--- config.mk ---
export PLATFORM = sky130hd
export DESIGN_NAME = integer_to_radix_digits_unit
export DESIGN_NICKNAME = d
export VERILOG_FILES = /design/src/sv/ivc_pkg.sv /design/src/sv/ivc_front.sv /design/src/sv/ivc_queue.sv /design/src/sv/ivc_back.sv /design/src/sv/integer_to_radix_digits_unit.sv
export SDC_FILE = /design/constraint.sdc
export NUM_CORES = 1
export LEC_CHECK = 0
export BUFFER_PORTS_ARGS = -buffer_cell sky130_fd_sc_hd__buf_2
export CORE_ASPECT_RATIO = 1.25
export CORE_UTILIZATION = 25
export DETAILED_ROUTE_END_ITERATION = 8
export HOLD_SLACK_MARGIN = 0.1
export SYNTH_ARGS = -nofsm -noshare
export SYNTH_HDL_FRONTEND = slang
export SYNTH_SLANG_ARGS = --single-unit
--- constraint.sdc ---
create_clock -name clk -period 25.8 [get_ports clk]
set_input_delay 1.29 -clock clk [delete_from_list [all_inputs] [get_ports clk]]
set_output_delay 1.29 -clock clk [all_outputs]
set_load 0.05 [all_outputs]
--- src/sv/ivc_pkg.sv ---
// Shared types, constants and helpers for the integer to radix digit converter.
package ivc_pkg;

    localparam int VALUE_W     = 31;
    localparam int BASE_W      = 5;
    localparam int DIGIT_W     = 4;
    localparam int CHAR_W      = 7;
    localparam int QUEUE_DEPTH = 2;

    // Division works on a zero-padded word, a fixed chunk of quotient bits per cycle
    localparam int DIV_W       = 32;
    localparam int CHUNK_W     = 8;
    localparam int CHUNKS      = DIV_W / CHUNK_W;
    localparam int CHUNK_CNT_W = $clog2(CHUNKS);

    localparam logic [BASE_W-1:0]  BASE_MIN   = 5'd2;
    localparam logic [BASE_W-1:0]  BASE_MAX   = 5'd16;
    localparam logic [CHAR_W-1:0]  ASCII_ZERO = 7'd48;
    localparam logic [CHAR_W-1:0]  ASCII_A    = 7'd65;
    localparam logic [CHAR_W-1:0]  ASCII_F    = 7'd70;
    localparam logic [DIGIT_W-1:0] DIGIT_TEN  = 4'd10;

    // One conversion request as it travels from front to back
    typedef struct packed {
        logic [VALUE_W-1:0] value;
        logic [BASE_W-1:0]  base;
    } job_t;

    typedef enum logic [1:0] {
        ST_IDLE,
        ST_DIV,
        ST_POP_FIRST,
        ST_POP
    } back_state_t;

    // Map a digit to its ASCII character, '0'-'9' then 'A'-'F'
    function automatic logic [CHAR_W-1:0] digit_to_ascii(input logic [DIGIT_W-1:0] d);
        logic [CHAR_W-1:0] d_ext;
        d_ext = {{(CHAR_W-DIGIT_W){1'b0}}, d};
        if (d < DIGIT_TEN)
            return ASCII_ZERO + d_ext;
        else
            return ASCII_A + d_ext - {{(CHAR_W-DIGIT_W){1'b0}}, DIGIT_TEN};
    endfunction

endpackage

--- src/sv/ivc_front.sv ---
// Front end: accepts words, drops those that give no digits, stages the rest.
module ivc_front (
    input  logic                        clk,
    input  logic                        rst_n,
    input  logic                        in_valid,
    output logic                        in_ready,
    input  logic [ivc_pkg::VALUE_W-1:0] value,
    input  logic [ivc_pkg::BASE_W-1:0]  base,
    output logic                        push_valid,
    input  logic                        push_ready,
    output ivc_pkg::job_t               push_job
);
    import ivc_pkg::*;

    logic stage_valid_reg;
    logic stage_valid_next;
    job_t stage_job_reg;
    logic in_fire;
    logic keep;

    // Classify: a zero value or a base outside 2..16 yields no digits
    assign keep = (value != '0) && (base >= BASE_MIN) && (base <= BASE_MAX);

    assign in_ready   = !stage_valid_reg || push_ready;
    assign in_fire    = in_valid && in_ready;
    assign push_valid = stage_valid_reg;
    assign push_job   = stage_job_reg;

    // Hold the staged word until the queue takes it
    always_comb
    begin
        stage_valid_next = stage_valid_reg;
        if (in_fire)
            stage_valid_next = keep;
        else if (push_ready)
            stage_valid_next = 1'b0;
    end

    always_ff @(posedge clk or negedge rst_n)
    begin
        if (!rst_n)
            stage_valid_reg <= 1'b0;
        else
            stage_valid_reg <= stage_valid_next;
    end

    always_ff @(posedge clk)
    begin
        if (in_fire && keep)
        begin
            stage_job_reg.value <= value;
            stage_job_reg.base  <= base;
        end
    end

endmodule

--- src/sv/ivc_queue.sv ---
// Two-entry job queue between the front end and the conversion engine.
module ivc_queue (
    input  logic          clk,
    input  logic          rst_n,
    input  logic          push_valid,
    output logic          push_ready,
    input  ivc_pkg::job_t push_job,
    output logic          pop_valid,
    input  logic          pop_ready,
    output ivc_pkg::job_t pop_job
);
    import ivc_pkg::*;

    localparam int IDX_W = $clog2(QUEUE_DEPTH);
    localparam int CNT_W = $clog2(QUEUE_DEPTH + 1);

    job_t             entry_reg [QUEUE_DEPTH];
    logic [IDX_W-1:0] wr_ptr_reg;
    logic [IDX_W-1:0] wr_ptr_next;
    logic [IDX_W-1:0] rd_ptr_reg;
    logic [IDX_W-1:0] rd_ptr_next;
    logic [CNT_W-1:0] count_reg;
    logic [CNT_W-1:0] count_next;
    logic             push_fire;
    logic             pop_fire;

    assign push_ready = (count_reg != CNT_W'(QUEUE_DEPTH));
    assign pop_valid  = (count_reg != '0);
    assign pop_job    = entry_reg[rd_ptr_reg];
    assign push_fire  = push_valid && push_ready;
    assign pop_fire   = pop_valid && pop_ready;

    // Advance pointers and occupancy
    always_comb
    begin
        wr_ptr_next = wr_ptr_reg;
        rd_ptr_next = rd_ptr_reg;
        count_next  = count_reg;
        if (push_fire)
            wr_ptr_next = (wr_ptr_reg == IDX_W'(QUEUE_DEPTH - 1)) ? '0 : wr_ptr_reg + 1'b1;
        if (pop_fire)
            rd_ptr_next = (rd_ptr_reg == IDX_W'(QUEUE_DEPTH - 1)) ? '0 : rd_ptr_reg + 1'b1;
        if (push_fire && !pop_fire)
            count_next = count_reg + 1'b1;
        else if (!push_fire && pop_fire)
            count_next = count_reg - 1'b1;
    end

    always_ff @(posedge clk or negedge rst_n)
    begin
        if (!rst_n)
        begin
            wr_ptr_reg <= '0;
            rd_ptr_reg <= '0;
            count_reg  <= '0;
        end
        else
        begin
            wr_ptr_reg <= wr_ptr_next;
            rd_ptr_reg <= rd_ptr_next;
            count_reg  <= count_next;
        end
    end

    // Store the incoming word
    always_ff @(posedge clk)
    begin
        if (push_fire)
            entry_reg[wr_ptr_reg] <= push_job;
    end

endmodule

--- src/sv/ivc_back.sv ---
// Conversion engine: chunked radix division onto a digit stack, then pop to ASCII.
module ivc_back #(
    parameter int STACK_DEPTH = 32
) (
    input  logic                       clk,
    input  logic                       rst_n,
    input  logic                       job_valid,
    output logic                       job_ready,
    input  ivc_pkg::job_t              job,
    output logic                       out_valid,
    input  logic                       out_ready,
    output logic [ivc_pkg::CHAR_W-1:0] digit_char,
    output logic                       last_digit
);
    import ivc_pkg::*;

    localparam int IDX_W = $clog2(STACK_DEPTH);
    localparam int PTR_W = $clog2(STACK_DEPTH + 1);

    back_state_t            state_reg;
    back_state_t            state_next;
    logic [DIV_W-1:0]       quo_reg;
    logic [DIV_W-1:0]       quo_next;
    logic [BASE_W-1:0]      base_reg;
    logic [BASE_W-1:0]      rem_reg;
    logic [BASE_W-1:0]      rem_next;
    logic [CHUNK_CNT_W-1:0] chunk_reg;
    logic [CHUNK_CNT_W-1:0] chunk_next;
    logic [PTR_W-1:0]       sp_reg;
    logic [PTR_W-1:0]       sp_next;
    logic [DIGIT_W-1:0]     stack_mem [STACK_DEPTH];
    logic [DIGIT_W-1:0]     rd_data_reg;
    logic                   out_valid_reg;
    logic                   out_valid_next;
    logic [CHAR_W-1:0]      char_reg;
    logic                   last_reg;

    logic                   job_fire;
    logic                   last_chunk;
    logic                   div_done;
    logic                   push_en;
    logic                   rd_en;
    logic                   load_ok;
    logic                   load_en;
    logic [IDX_W-1:0]       rd_addr;
    logic [BASE_W-1:0]      step_rem;
    logic [CHUNK_W-1:0]     step_q;
    logic [DIV_W-1:0]       step_quo;

    assign job_ready  = (state_reg == ST_IDLE);
    assign job_fire   = job_valid && job_ready;
    assign out_valid  = out_valid_reg;
    assign digit_char = char_reg;
    assign last_digit = last_reg;
    assign load_ok    = !out_valid_reg || out_ready;
    assign rd_addr    = IDX_W'(sp_reg - 1'b1);

    // One chunk of restoring division; the remainder stays below the base
    always_comb
    begin
        step_rem = rem_reg;
        step_q   = '0;
        for (int i = 0; i < CHUNK_W; i++)
        begin
            step_rem = {step_rem[BASE_W-2:0], quo_reg[DIV_W-1-i]};
            if (step_rem >= base_reg)
            begin
                step_rem             = step_rem - base_reg;
                step_q[CHUNK_W-1-i] = 1'b1;
            end
        end
        step_quo = {quo_reg[DIV_W-CHUNK_W-1:0], step_q};
    end

    assign last_chunk = (chunk_reg == CHUNK_CNT_W'(CHUNKS - 1));
    assign div_done   = last_chunk
                        && ((step_quo == '0) || (sp_reg + 1'b1 == PTR_W'(STACK_DEPTH)));

    // Next state
    always_comb
    begin
        state_next = state_reg;
        unique case (state_reg)
            ST_IDLE:
                if (job_fire)
                    state_next = ST_DIV;
            ST_DIV:
                if (div_done)
                    state_next = ST_POP_FIRST;
            ST_POP_FIRST:
                state_next = ST_POP;
            ST_POP:
                if (load_ok && (sp_reg == '0))
                    state_next = ST_IDLE;
            default:
                state_next = ST_IDLE;
        endcase
    end

    // Datapath controls
    always_comb
    begin
        quo_next       = quo_reg;
        rem_next       = rem_reg;
        chunk_next     = chunk_reg;
        sp_next        = sp_reg;
        push_en        = 1'b0;
        rd_en          = 1'b0;
        load_en        = 1'b0;
        out_valid_next = out_valid_reg && !out_ready;
        unique case (state_reg)
            ST_IDLE:
                if (job_fire)
                begin
                    quo_next   = DIV_W'(job.value);
                    rem_next   = '0;
                    chunk_next = '0;
                    sp_next    = '0;
                end
            ST_DIV:
            begin
                quo_next   = step_quo;
                chunk_next = chunk_reg + 1'b1;
                rem_next   = step_rem;
                if (last_chunk)
                begin
                    push_en  = 1'b1;
                    sp_next  = sp_reg + 1'b1;
                    rem_next = '0;
                end
            end
            ST_POP_FIRST:
            begin
                rd_en   = 1'b1;
                sp_next = sp_reg - 1'b1;
            end
            ST_POP:
                if (load_ok)
                begin
                    load_en        = 1'b1;
                    out_valid_next = 1'b1;
                    if (sp_reg != '0)
                    begin
                        rd_en   = 1'b1;
                        sp_next = sp_reg - 1'b1;
                    end
                end
            default:
            begin
                sp_next = '0;
            end
        endcase
    end

    always_ff @(posedge clk or negedge rst_n)
    begin
        if (!rst_n)
        begin
            state_reg     <= ST_IDLE;
            sp_reg        <= '0;
            chunk_reg     <= '0;
            out_valid_reg <= 1'b0;
        end
        else
        begin
            state_reg     <= state_next;
            sp_reg        <= sp_next;
            chunk_reg     <= chunk_next;
            out_valid_reg <= out_valid_next;
        end
    end

    // Division operands
    always_ff @(posedge clk)
    begin
        quo_reg <= quo_next;
        rem_reg <= rem_next;
        if (job_fire)
            base_reg <= job.base;
    end

    // Digit stack: push during division, registered read while popping
    always_ff @(posedge clk)
    begin
        if (push_en)
            stack_mem[sp_reg[IDX_W-1:0]] <= step_rem[DIGIT_W-1:0];
        if (rd_en)
            rd_data_reg <= stack_mem[rd_addr];
    end

    // Output word register
    always_ff @(posedge clk)
    begin
        if (load_en)
        begin
            char_reg <= digit_to_ascii(rd_data_reg);
            last_reg <= (sp_reg == '0);
        end
    end

    a_sp_bound: assert property (@(posedge clk) disable iff (!rst_n)
        sp_reg <= PTR_W'(STACK_DEPTH))
        else $error("digit stack pointer beyond depth");

    a_idle_empty: assert property (@(posedge clk) disable iff (!rst_n)
        (state_reg == ST_IDLE) |-> (sp_reg == '0))
        else $error("stack not drained when idle");

    a_char_range: assert property (@(posedge clk) disable iff (!rst_n)
        out_valid_reg |-> (((char_reg >= ASCII_ZERO) && (char_reg < ASCII_A - 7'd7))
                           || ((char_reg >= ASCII_A) && (char_reg <= ASCII_F))))
        else $error("output character outside digit set");

    a_last_ends: assert property (@(posedge clk) disable iff (!rst_n)
        (state_reg == ST_POP && load_ok && sp_reg == '0)
            |=> (state_reg == ST_IDLE && out_valid_reg && last_reg))
        else $error("final digit did not close the conversion");

endmodule

--- src/sv/integer_to_radix_digits_unit.sv ---
// Top level: converts a non-negative integer to ASCII digits in base 2..16.
//
//   Channel | Handshake            | Fields
//   --------+----------------------+------------------------------
//   in      | in_valid / in_ready  | value[30:0], base[4:0]
//   out     | out_valid / out_ready| digit_char[6:0], last_digit
//
// An item's digits come from repeated division (eight quotient bits
// per cycle through a shared restoring divider, four chunks per digit), then
// the engine primes the stack read and pops the digits, up to 31 of them for
// a base-2 result. One item converts at a time.
// A zero value or a base outside 2..16 is dropped in the front end and gives
// no words. Reset clears all control state; the stack contents are not reset.
// The front end and a two-entry queue keep taking words while the engine
// waits on a stalled output.
module integer_to_radix_digits_unit #(
    parameter int STACK_DEPTH = 32
) (
    input  logic                        clk,
    input  logic                        rst_n,
    input  logic                        in_valid,
    output logic                        in_ready,
    input  logic [ivc_pkg::VALUE_W-1:0] value,
    input  logic [ivc_pkg::BASE_W-1:0]  base,
    output logic                        out_valid,
    input  logic                        out_ready,
    output logic [ivc_pkg::CHAR_W-1:0]  digit_char,
    output logic                        last_digit
);
    import ivc_pkg::*;

    logic push_valid;
    logic push_ready;
    job_t push_job;
    logic job_valid;
    logic job_ready;
    job_t job;

    ivc_front u_front (
        .clk        (clk),
        .rst_n      (rst_n),
        .in_valid   (in_valid),
        .in_ready   (in_ready),
        .value      (value),
        .base       (base),
        .push_valid (push_valid),
        .push_ready (push_ready),
        .push_job   (push_job)
    );

    ivc_queue u_queue (
        .clk        (clk),
        .rst_n      (rst_n),
        .push_valid (push_valid),
        .push_ready (push_ready),
        .push_job   (push_job),
        .pop_valid  (job_valid),
        .pop_ready  (job_ready),
        .pop_job    (job)
    );

    ivc_back #(
        .STACK_DEPTH (STACK_DEPTH)
    ) u_back (
        .clk        (clk),
        .rst_n      (rst_n),
        .job_valid  (job_valid),
        .job_ready  (job_ready),
        .job        (job),
        .out_valid  (out_valid),
        .out_ready  (out_ready),
        .digit_char (digit_char),
        .last_digit (last_digit)
    );

endmodule

==> reports/metrics.yaml, run 1 <==
status: "finished, final reports clean"
synthArstFlopShare_pct: 5.25
synth-edff-count: 289
crit_required_ns: 26.22
track_usage_pct: 9.70
synth_area_leader_cell: "edfxtp_1"
synth_ff_type: "edfxtp_1"
timing.final.crit_period_ns: 12.66
dp_hpwl_um: 18100
areaGrowthSynthToFinish_pct: 15.0
avgSynthCellArea_sq_um: 15.5
min_path_type: "flop to flop"
clock.fmax_mhz: 79.0
setup_ws_ns: 13.14
dpl_cell_area_sq_mm: 0.0148
tritoncts: "yes"
yosysMostFrequentCell: "edfxtp_1"
cts_made_buffers: 31
drt-initial-drc-count: 379
synth_cell_types: 58
cts_htree_levels: 1
insertion_delay_ns: 0.56
synth_area_sq_mm: 0.0136
die_y_um: 263
ios: 50
total_power_mw: 1.03
drt_pass1_iterations: 7
drc: 0
worst_pin_slew_ns: 1.19
hold_start: "u_front.push_job[25]"
criticalPathCategory: "flop to flop"
peakVddDrop_v: 0.0000616
p_leak_nw: 5.33
wl_per_cell_um: 15.6
drive_above_1_share_pct: 18.7
postCtsHoldBufs: 0
yosysWarnings: 0
syn-instance-count: 881
rsz0062_at_grt: "false"
drv_cap: 0
gr-usage-met1_pct: 11.5
final_util_pct: 29.1
finalCritPeriodShare_pct: 49.1
gp_congestion: 0.819
portBuffers: 49
crit_fanout: 33
antenna_left: 0
timing.rr.start: "u_back.base_reg[1]"
clk_pin_slew_ns: 0.06
max-clock-path-buffers: 3
grt_max_degree: 80
yosys-top-cells-area: "edfxtp_1 64%, mux4_2 6.6%, ha_1 4.8%"
busiest_layer: "met2"
gr-usage-met2_pct: 17.6
wl_um: 26300
post_cts_resized: 0
slew_headroom_pct: 20.5
vias: 7324
grt_pass1_vias: 7699
synth_seq_cells: 305
num-nets-final: 1042
grt_pass1_wl_um: 42200
setup.worst_path.end_class: "flop"
setup_viol_count_final: 0
cts_num_sinks: 305
num_antenna_cells: 0
vias_per_cell: 4.33
critPathLaunchType: "flop"
power_density_mw_per_mm2: 65.5
drv_slew: 0
startpoint: "u_back.base_reg[1]"
yosysSeqAreaShare_pct: 66.5
syn-num-nets: 981
initial_core_util_pct: 25.3
dp_worst_setup_slack_ns: 13.18
synth_top_area_share_pct: 63.6
fin_worst_skew_ns: 0.0142
ctsRootBufferMaster: "clkbuf_16"
placementRows: 95
crit_path_frequent_cell: "ha_1"
post_cts_buffers: 0
hold_violations: 0
synth_top_cells_by_count: "289 x edfxtp_1, 59 x nand2_1, 52 x ha_1, 50 x nor2_1, 49 x o21ai_0"
largest_reg_flops: 128
crit_arrival_ns: 13.08
fillCellCount: 5348
antenna_found_initial: 1
met3_usage_pct: 1.81
grt.overflow.total: 0
critPathMaxStageDelay_ns: 1.00
coreArea_sq_mm: 0.0538
die_area_sq_mm: 0.0555
die_w_um: 211
critPathSlowestCell: "o21ai_2"
stdcell_area_sq_mm: 0.0157
fin_tns_setup_ns: 0
layout make-up:
class	instances	area, sq um	area share [%]
sequential	305	9080	57.9
multi-input combinational	503	4300	27.4
tap	727	910	5.80
clock buffer	46	852	5.43
timing repair buffer	57	305	1.95
inverter	44	165	1.05
clock inverter	9	77.6	0.494
per-layer routing:
metal	part of all wire, %	up-vias
met5	0.049	-
met4	2.4	2
met3	3.8	52
met2	53	149
met1	41	3620
li1	-	3501
where the power goes:
group | switching, mW | internal [mW]
clock | 0.178 | 0.237
sequential | 0.00865 | 0.568
combinational | 0.0246 | 0.0113
total | 0.211 | 0.816
stage by stage:
step	hold slack [ns]	instances
final	0.439	1691
after global routing	0.443	1691
after CTS	0.439	1691
after detailed placement	0.430	1636
after global placement	0.423	1636
after floorplan	0.421	881
layout by cell type (no fill, tap or decap), types with 3 or more instances in the layout:
master / instances
a21o_1: 15
mux2i_1: 33
xor2_1: 8
o31ai_1: 4
nand4_1: 6
nand2b_1: 9
o21ai_1: 9
buf_2: 49
nand3_1: 13
clkbuf_1: 13
a31oi_1: 5
inv_1: 43
dfrtp_1: 14
nor3_1: 5
a211oi_1: 5
nand3b_1: 5
nor4_1: 14
nand2_1: 59
xnor2_1: 19
mux4_2: 40
o21ai_0: 48
ha_1: 50
clkinv_2: 4
mux2_2: 22
a21oi_1: 29
edfxtp_1: 289
nor2b_1: 8
buf_4: 8
clkbuf_16: 31
nor2_1: 49
or2_2: 3
fa_1: 8
logic make-up after synthesis:
family,count (synthesis),share of synthesized area (%)
and+or+nand+nor,184,6.50
AOI/OAI and AO/OA,133,5.97
adders and majority gates,60,5.94
xor gates and xnor gates,28,1.85
muxes,98,11.1
buffers and inverters,73,2.13
DFF,305,66.5
path summary, 6_finish.rpt:
check                                                end  depth (start not counted)  slack (ns)
worst min register to register  u_queue.entry_reg[0][25]                          0        0.44
max in group asynchronous               u_back.sp_reg[0]                          1       24.82
worst max register to register         u_back.rem_reg[0]                         46       13.14
min in group asynchronous             u_front.push_valid                          1        0.65
worst max-delay path                   u_back.rem_reg[0]                         46       13.14
worst min-delay path            u_queue.entry_reg[0][25]                          0        0.44
critical path, delay by kind of cell (launching register included):
kind / cells / cell delay, ns
AND/OR/NAND/NOR: 2 / 0.37
AO/OA/AOI/OAI: 27 / 6.98
adder cells (fa/ha/maj): 8 / 2.57
buffers and inverters: 6 / 0.74
flip-flops: 1 / 0.65
multiplexers: 3 / 1.23
(Power assumes the default switching activity.)
==> inputs of run 2 (changes only) <==
--- a/config.mk
+++ b/config.mk
@@ -5,6 +5,7 @@
 export SDC_FILE = /design/constraint.sdc
 export NUM_CORES = 1
 export LEC_CHECK = 0
+export ABC_AREA = 1
 export BUFFER_PORTS_ARGS = -buffer_cell sky130_fd_sc_hd__buf_2
 export CORE_ASPECT_RATIO = 1.25
 export CORE_UTILIZATION = 25
==> constraint.sdc (replaced) <==
create_clock -name clk -period 13.05 [get_ports clk]
set_input_delay 0.6525 -clock clk [delete_from_list [all_inputs] [get_ports clk]]
set_output_delay 0.6525 -clock clk [all_outputs]
set_load 0.05 [all_outputs]
==> reports/metrics.yaml, run 2 <==
dp_hpwl_um: 20900  # +16%
crit_path_frequent_cell: "nand2_1"
status: "finished, final reports clean"
vias_per_cell: 4.45  # +2.8%
drv_cap: 0  # unchanged
wl_met3_um: 1100  # +8.6%
yosysWarnings: 0  # unchanged
setup_viol_count_final: 0  # unchanged
yosysMostFrequentCell: "edfxtp_1"
drive_above_1_share_pct: 9.92  # -8.8 points
coreArea_sq_mm: 0.0550  # +2.2%
yosys-top-cells-area: "edfxtp_1 62%, nand2_1 5.6%, nor2_1 4.8%"
fin_worst_skew_ns: 0.0213  # +0.00708 ns
antenna_found_initial: 0  # -1
synth_top_cells_by_count: "289 x edfxtp_1, 210 x nand2_1, 177 x nor2_1, 90 x inv_1, 88 x o21ai_0"
initial_core_util_pct: 25.4  # +0.051 points
final_common_cell: "edfxtp_1"
synth_area_sq_mm: 0.0140  # +2.4%
worst_pin_slew_ns: 1.13  # -0.0627 ns
wl_per_cell_um: 15.2  # -2.1%
vias: 9064  # +24%
insertion_delay_ns: 0.58  # +0.02 ns
finalCritPeriodShare_pct: 86.6  # +38 points
min_to: "u_front.push_job[5]"
wl_um: 31000  # +18%
min_path_type: "input port to flop"
critPathMaxStageDelay_ns: 0.74  # -0.26 ns
reg2reg_depth: 63  # +37%
fillCellCount: 5712  # +6.8%
synth_area_leader_cell: "edfxtp_1"
setup.worst_path.end_class: "flop"
hold_violations: 0  # unchanged
synth_top_area_share_pct: 62.1  # -1.5 points
timing.final.crit_period_ns: 11.30  # -1.36 ns
drv_slew: 0  # unchanged
slew_headroom_pct: 24.6  # +4.1 points
critPathLaunchType: "flop"
grt.overflow.total: 0  # unchanged
gp_congestion: 0.847  # +3.4%
cts_num_sinks: 305  # unchanged
num-nets-final: 1378  # +32%
crit_fanout: 32  # -3.0%
startpoint: "u_back.base_reg[1]"
die_y_um: 266  # +1.2%
num_antenna_cells: 0  # unchanged
drt-met1-wl_um: 13100  # +22%
largest_reg_flops: 128  # unchanged
yosysSeqAreaShare_pct: 65.0  # -1.5 points
tritoncts: "yes"
max-clock-path-buffers: 3  # unchanged
areaGrowthSynthToFinish_pct: 14.8
hold_depth: 1  # +1
clk_pin_slew_ns: 0.06  # about the same
rsz0062_at_grt: "false"
ctsRootBufferMaster: "clkbuf_16"
ios: 50  # unchanged
synth_ff_type: "edfxtp_1"
criticalPathCategory: "flop to flop"
synthArstFlopShare_pct: 5.25  # unchanged
synth_cell_types: 45  # -22%
cts_made_buffers: 31  # unchanged
drt-initial-drc-count: 514  # +36%
timing.rr.start: "u_back.base_reg[1]"
drt_pass1_iterations: 5  # -2
grt_pass1_wl_um: 49400  # +17%
grt_pass1_vias: 9256  # +20%
holdWs_ns: 0.281  # -0.158 ns
portBuffers: 49  # unchanged
reg2reg_to: "u_back.stack_mem[29][1]"
die_w_um: 213  # +1.2%
fin_tns_setup_ns: 0  # unchanged
power_density_mw_per_mm2: 131  # +99%
syn-num-nets: 1326  # +35%
avgSynthCellArea_sq_um: 11.4  # -26%
crit_required_ns: 13.29  # -12.93 ns
synth_seq_cells: 305  # unchanged
met2_length_um: 15800  # +13%
cts_htree_levels: 1  # unchanged
hold_start: "value[0]"
regToRegSetupSlack_ns: 1.75  # -11.39 ns
crit_arrival_ns: 11.55  # -1.53 ns
synth-edff-count: 289  # unchanged
mostFrequentLayoutCells: "289 x edfxtp_1, 210 x nand2_1, 175 x nor2_1"
critPathSlowestCell: "inv_1"
dr.max_layer_used: "met4"
placementRows: 96  # +1.1%
clock.fmax_mhz: 88.5  # +12%
track_usage_pct: 11.1  # +1.4 points
antenna_left: 0  # unchanged
die_area_sq_mm: 0.0568  # +2.4%
drc: 0  # unchanged
peakVddDrop_v: 0.000114  # +86%
syn-instance-count: 1226  # +39%
grt_max_degree: 71  # -11%
p_leak_nw: 5.88  # +10%
run 2: cell types whose count changed in the layout (fill, tap and decap cells not counted), sizes merged, moves of 12 or more:
cell,previous run,this run
nand2,59,213
nor2,50,182
inv,45,95
a21oi,29,75
o21ai,59,102
mux4,40,0
mux2i,35,0
nand3,14,43
mux2,23,0
o221ai,0,20
a21o,15,0
xnor2,20,8
run 2: power breakdown:
| group | internal, mW | switching [mW] | total (mW) |
|---|---|---|---|
| combinational | 0.0142 | 0.0476 | 0.0618 |
| sequential | 1.12 | 0.0178 | 1.14 |
| clock | 0.534 | 0.357 | 0.891 |
| total | 1.67 | 0.423 | 2.09 |
run 2: what timing repair did:
action	4_1_cts	5_1_grt
gates resized for setup	0	0
buffers inserted	0	0
hold buffers	1	0
endpoints found under the hold margin	16	0
run 2: worst max-delay path by stage:
| stage | to | slack, ns | depth (start not counted) |
|---|---|---|---|
| floorplan | u_back.stack_mem[0][1] | 3.85 | 65 |
| global placement | u_back.stack_mem[28][1] | 2.39 | 65 |
| detailed placement | u_back.stack_mem[28][1] | 1.74 | 62 |
| CTS | u_back.stack_mem[25][1] | 1.69 | 62 |
| global route | u_back.stack_mem[29][1] | 0.50 | 63 |
| finish | u_back.stack_mem[29][1] | 1.75 | 63 |
run 2: cells by family (layout without fill, tap and decap cells):
family                   count (synthesis)  after routing  synth area share [%]
XOR/XNOR                                25             25                  1.76
flip-flops                             305            305                  65.0
AND/OR/NAND/NOR                        470            470                  14.0
AO/OA/AOI/OAI                          232            232                  9.38
buffers and inverters                  134            209                  4.05
adder cells (fa/ha/maj)                 60             60                  5.80
run 2: stage by stage:
stage	util [%]	setup slack, ns	total power [mW]	std cells	area [sq um]
after floorplan	-	3.85	1.19	1226	14000
after global placement	27.3	2.39	1.22	1979	15000
after detailed placement	27.3	1.74	1.23	1979	15000
after CTS	29.2	1.69	2.12	2036	16000
after global routing	29.2	0.499	2.16	2036	16000
final	29.2	1.75	2.09	2036	16000
run 2: critical path, delay by kind of cell, from the launching register on:
| family | cells | cell delay (ns) |
|---|---|---|
| compound gates | 4 | 0.97 |
| fa+ha+maj | 8 | 2.52 |
| buf+inv | 10 | 1.67 |
| flops | 1 | 0.63 |
| simple gates | 41 | 5.17 |
run 2: final cells by class:
cell class	instances	area [sq um]	share of cell area (%)
flip-flops and latches	305	9080	56.6
multi-input cells	787	4350	27.1
well taps	735	920	5.73
clock buffers	40	810	5.05
inverters	95	357	2.22
repair buffers	58	315	1.97
clock inverters	16	209	1.30
run 2: metal layers:
metal	vias to the layer above	GRT usage (%)
met5	-	0
met4	0	4.31
met2	206	19.8
li1	4419	-
met1	4368	13.4
met3	71	1.47
==> inputs of run 3 (changes only) <==
--- a/config.mk
+++ b/config.mk
@@ -11,6 +11,7 @@
 export CORE_UTILIZATION = 25
 export DETAILED_ROUTE_END_ITERATION = 8
 export HOLD_SLACK_MARGIN = 0.1
+export PLACE_DENSITY = 0.47
 export SYNTH_ARGS = -nofsm -noshare
 export SYNTH_HDL_FRONTEND = slang
 export SYNTH_SLANG_ARGS = --single-unit
==> reports/metrics.yaml, run 3 (same netlist as run 2, synthesis figures left out) <==
insertion_delay_ns: 0.55  # -0.03 ns
setup.worst_path.end_class: "flop"
placementRows: 96  # unchanged
critPathMaxStageDelay_ns: 0.72  # -0.02 ns
grt_pass1_wl_um: 51800  # +4.9%
track_usage_pct: 11.9  # +0.83 points
mostFrequentLayoutCells: "289 x edfxtp_1, 210 x nand2_1, 175 x nor2_1"
p_int_mw: 1.70  # +1.7%
peakVddDrop_v: 0.000105  # -8.5%
combPwrFrac_pct: 3.1  # +0.2 points
cts_made_buffers: 36  # +16%
p_clk_share_pct: 44.1  # +1.5 points
critPathLaunchType: "flop"
final_util_pct: 29.4  # +0.23 points
crit_fanout: 32  # unchanged
slew_headroom_pct: 22.5  # -2.1 points
ctsRootBufferMaster: "clkbuf_16"
antenna_found_initial: 0  # unchanged
die_w_um: 213  # unchanged
num-nets-final: 1386  # +0.58%
cts_htree_levels: 2  # +1
startpoint: "u_back.base_reg[1]"
fin_tns_setup_ns: 0  # unchanged
gp_congestion: 0.778  # -8.2%
critPathSlowestCell: "inv_1"
multi_input_area_sq_mm: 0.00436  # about the same
grt.overflow.total: 0  # unchanged
ios: 50  # unchanged
fillCellCount: 5713  # +0.018%
coreArea_sq_mm: 0.0550  # unchanged
num_antenna_cells: 0  # unchanged
clock.fmax_mhz: 88.5  # about the same
vias: 8979  # -0.94%
wl_um: 33300  # +7.4%
status: "finished, final reports clean"
die_area_sq_mm: 0.0568  # unchanged
hold_start: "value[17]"
post_cts_buffers: 0  # unchanged
wl_per_cell_um: 16.3  # +7.0%
max-clock-path-buffers: 3  # unchanged
criticalPathCategory: "flop to flop"
cts_num_sinks: 305  # unchanged
crit_path_frequent_cell: "nand2_1"
initial_core_util_pct: 25.4  # unchanged
min_path_type: "input port to flop"
p_sw_share_pct: 21.3  # +1.1 points
largest_reg_flops: 128  # unchanged
timing.rr.start: "u_back.base_reg[1]"
min_to: "u_front.push_job[22]"
reg2reg_to: "u_back.stack_mem[10][1]"
hold_violations: 0  # unchanged
die_y_um: 266  # unchanged
areaGrowthSynthToFinish_pct: 15.7
crit_arrival_ns: 11.50  # -0.05 ns
antenna_left: 0  # unchanged
grt_max_degree: 70  # -1.4%
drt-initial-drc-count: 457  # -11%
drive_above_1_share_pct: 10.5  # +0.63 points
regToRegSetupSlack_ns: 1.75  # about the same
crit_required_ns: 13.25  # -0.04 ns
setup_viol_count_final: 0  # unchanged
dp_hpwl_um: 22200  # +6.4%
drc: 0  # unchanged
p_leak_nw: 5.95  # +1.1%
timing.final.crit_period_ns: 11.30  # +0.000740 ns
drv_cap: 0  # unchanged
grt_pass1_vias: 9131  # -1.4%
switchingPower_mw: 0.459  # +8.6%
fin_worst_skew_ns: 0.0273  # +0.00598 ns
drt_pass1_iterations: 5  # unchanged
vias_per_cell: 4.39  # -1.3%
rsz0062_at_grt: "false"
regArea_sq_mm: 0.00908  # unchanged
clk_pin_slew_ns: 0.06  # about the same
drv_slew: 0  # unchanged
seqPwrFrac_pct: 52.8  # -1.7 points
hold_depth: 1  # unchanged
portBuffers: 49  # unchanged
tritoncts: "yes"
power_density_mw_per_mm2: 134  # +2.3%
reg2reg_depth: 62  # -1.6%
worst_pin_slew_ns: 1.16  # +0.0299 ns
finalCritPeriodShare_pct: 86.6  # about the same
final_common_cell: "edfxtp_1"
-- run 3: changes by cell type in the layout (fill, tap and decap cells not counted), sizes merged --
cell / previous run / this run
inv: 95 / 94
buf: 57 / 60
clkbuf: 40 / 45
bufinv: 5 / 2
clkinv: 10 / 14
-- run 3: what timing repair did --
| item | CTS | global route |
|---|---|---|
| hold endpoints to repair | 16 | 0 |
| hold buffers | 1 | 0 |
| gates resized for setup | 0 | 0 |
-- run 3: worst max-delay path, delay by kind of cell (launching register included) --
kind / cells / cell delay (ns)
AOI/OAI and AO/OA: 5 / 1.24
and+or+nand+nor: 38 / 4.88
adders and majority gates: 8 / 2.52
buffers and inverters: 11 / 1.68
DFF: 1 / 0.63
-- run 3: area by class of cell --
cell class,count,share of cell area [%]
Clock buffer,45,5.91
Clock inverter,16,0.998
Inverter,95,2.21
Multi-Input combinational cell,787,26.9
Sequential cell,305,56.2
Tap cell,735,5.69
Timing Repair Buffer,61,2.09
-- run 3: worst max path at each step --
| stage | slack, ns | endpoint | cells after the start |
|---|---|---|---|
| floorplan | 3.85 | u_back.stack_mem[0][1] | 65 |
| global placement | 2.12 | u_back.stack_mem[28][1] | 65 |
| detailed placement | 1.67 | u_back.stack_mem[28][1] | 62 |
| CTS | 1.66 | u_back.stack_mem[10][1] | 62 |
| global route | 0.47 | u_back.stack_mem[11][3] | 61 |
| finish | 1.75 | u_back.stack_mem[10][1] | 62 |
-- run 3: power groups by stage --
stage | logic, mW | registers (mW) | clock network [mW]
finish | 0.0662 | 1.14 | 0.952
CTS | 0.0698 | 1.14 | 0.982
global route | 0.0738 | 1.14 | 1.02
global placement | 0.0684 | 1.16 | 0
floorplan | 0.0366 | 1.16 | 0
detailed placement | 0.0695 | 1.16 | 0
-- run 3: routing by layer --
metal / vias to the layer above / global-route usage, % / routed length, um
met3: 48 / 2.25 / 1260
li1: 4427 / - / -
met2: 171 / 21.5 / 17200
met1: 4333 / 14.4 / 14100
met5: - / 0 / 0
met4: 0 / 3.11 / 661
-- run 3: per-stage QoR --
stage	instances	power [mW]	worst slack [ns]	cell area (sq um)	hold WS [ns]
3_5_place_dp	1982	1.23	1.67	15000	0.429
5_1_grt	2044	2.24	0.472	16200	0.271
6_report	2044	2.16	1.75	16200	0.304
3_3_place_gp	1982	1.23	2.12	15000	0.426
4_1_cts	2044	2.19	1.66	16200	0.271
2_1_floorplan	1226	1.19	3.85	14000	0.357
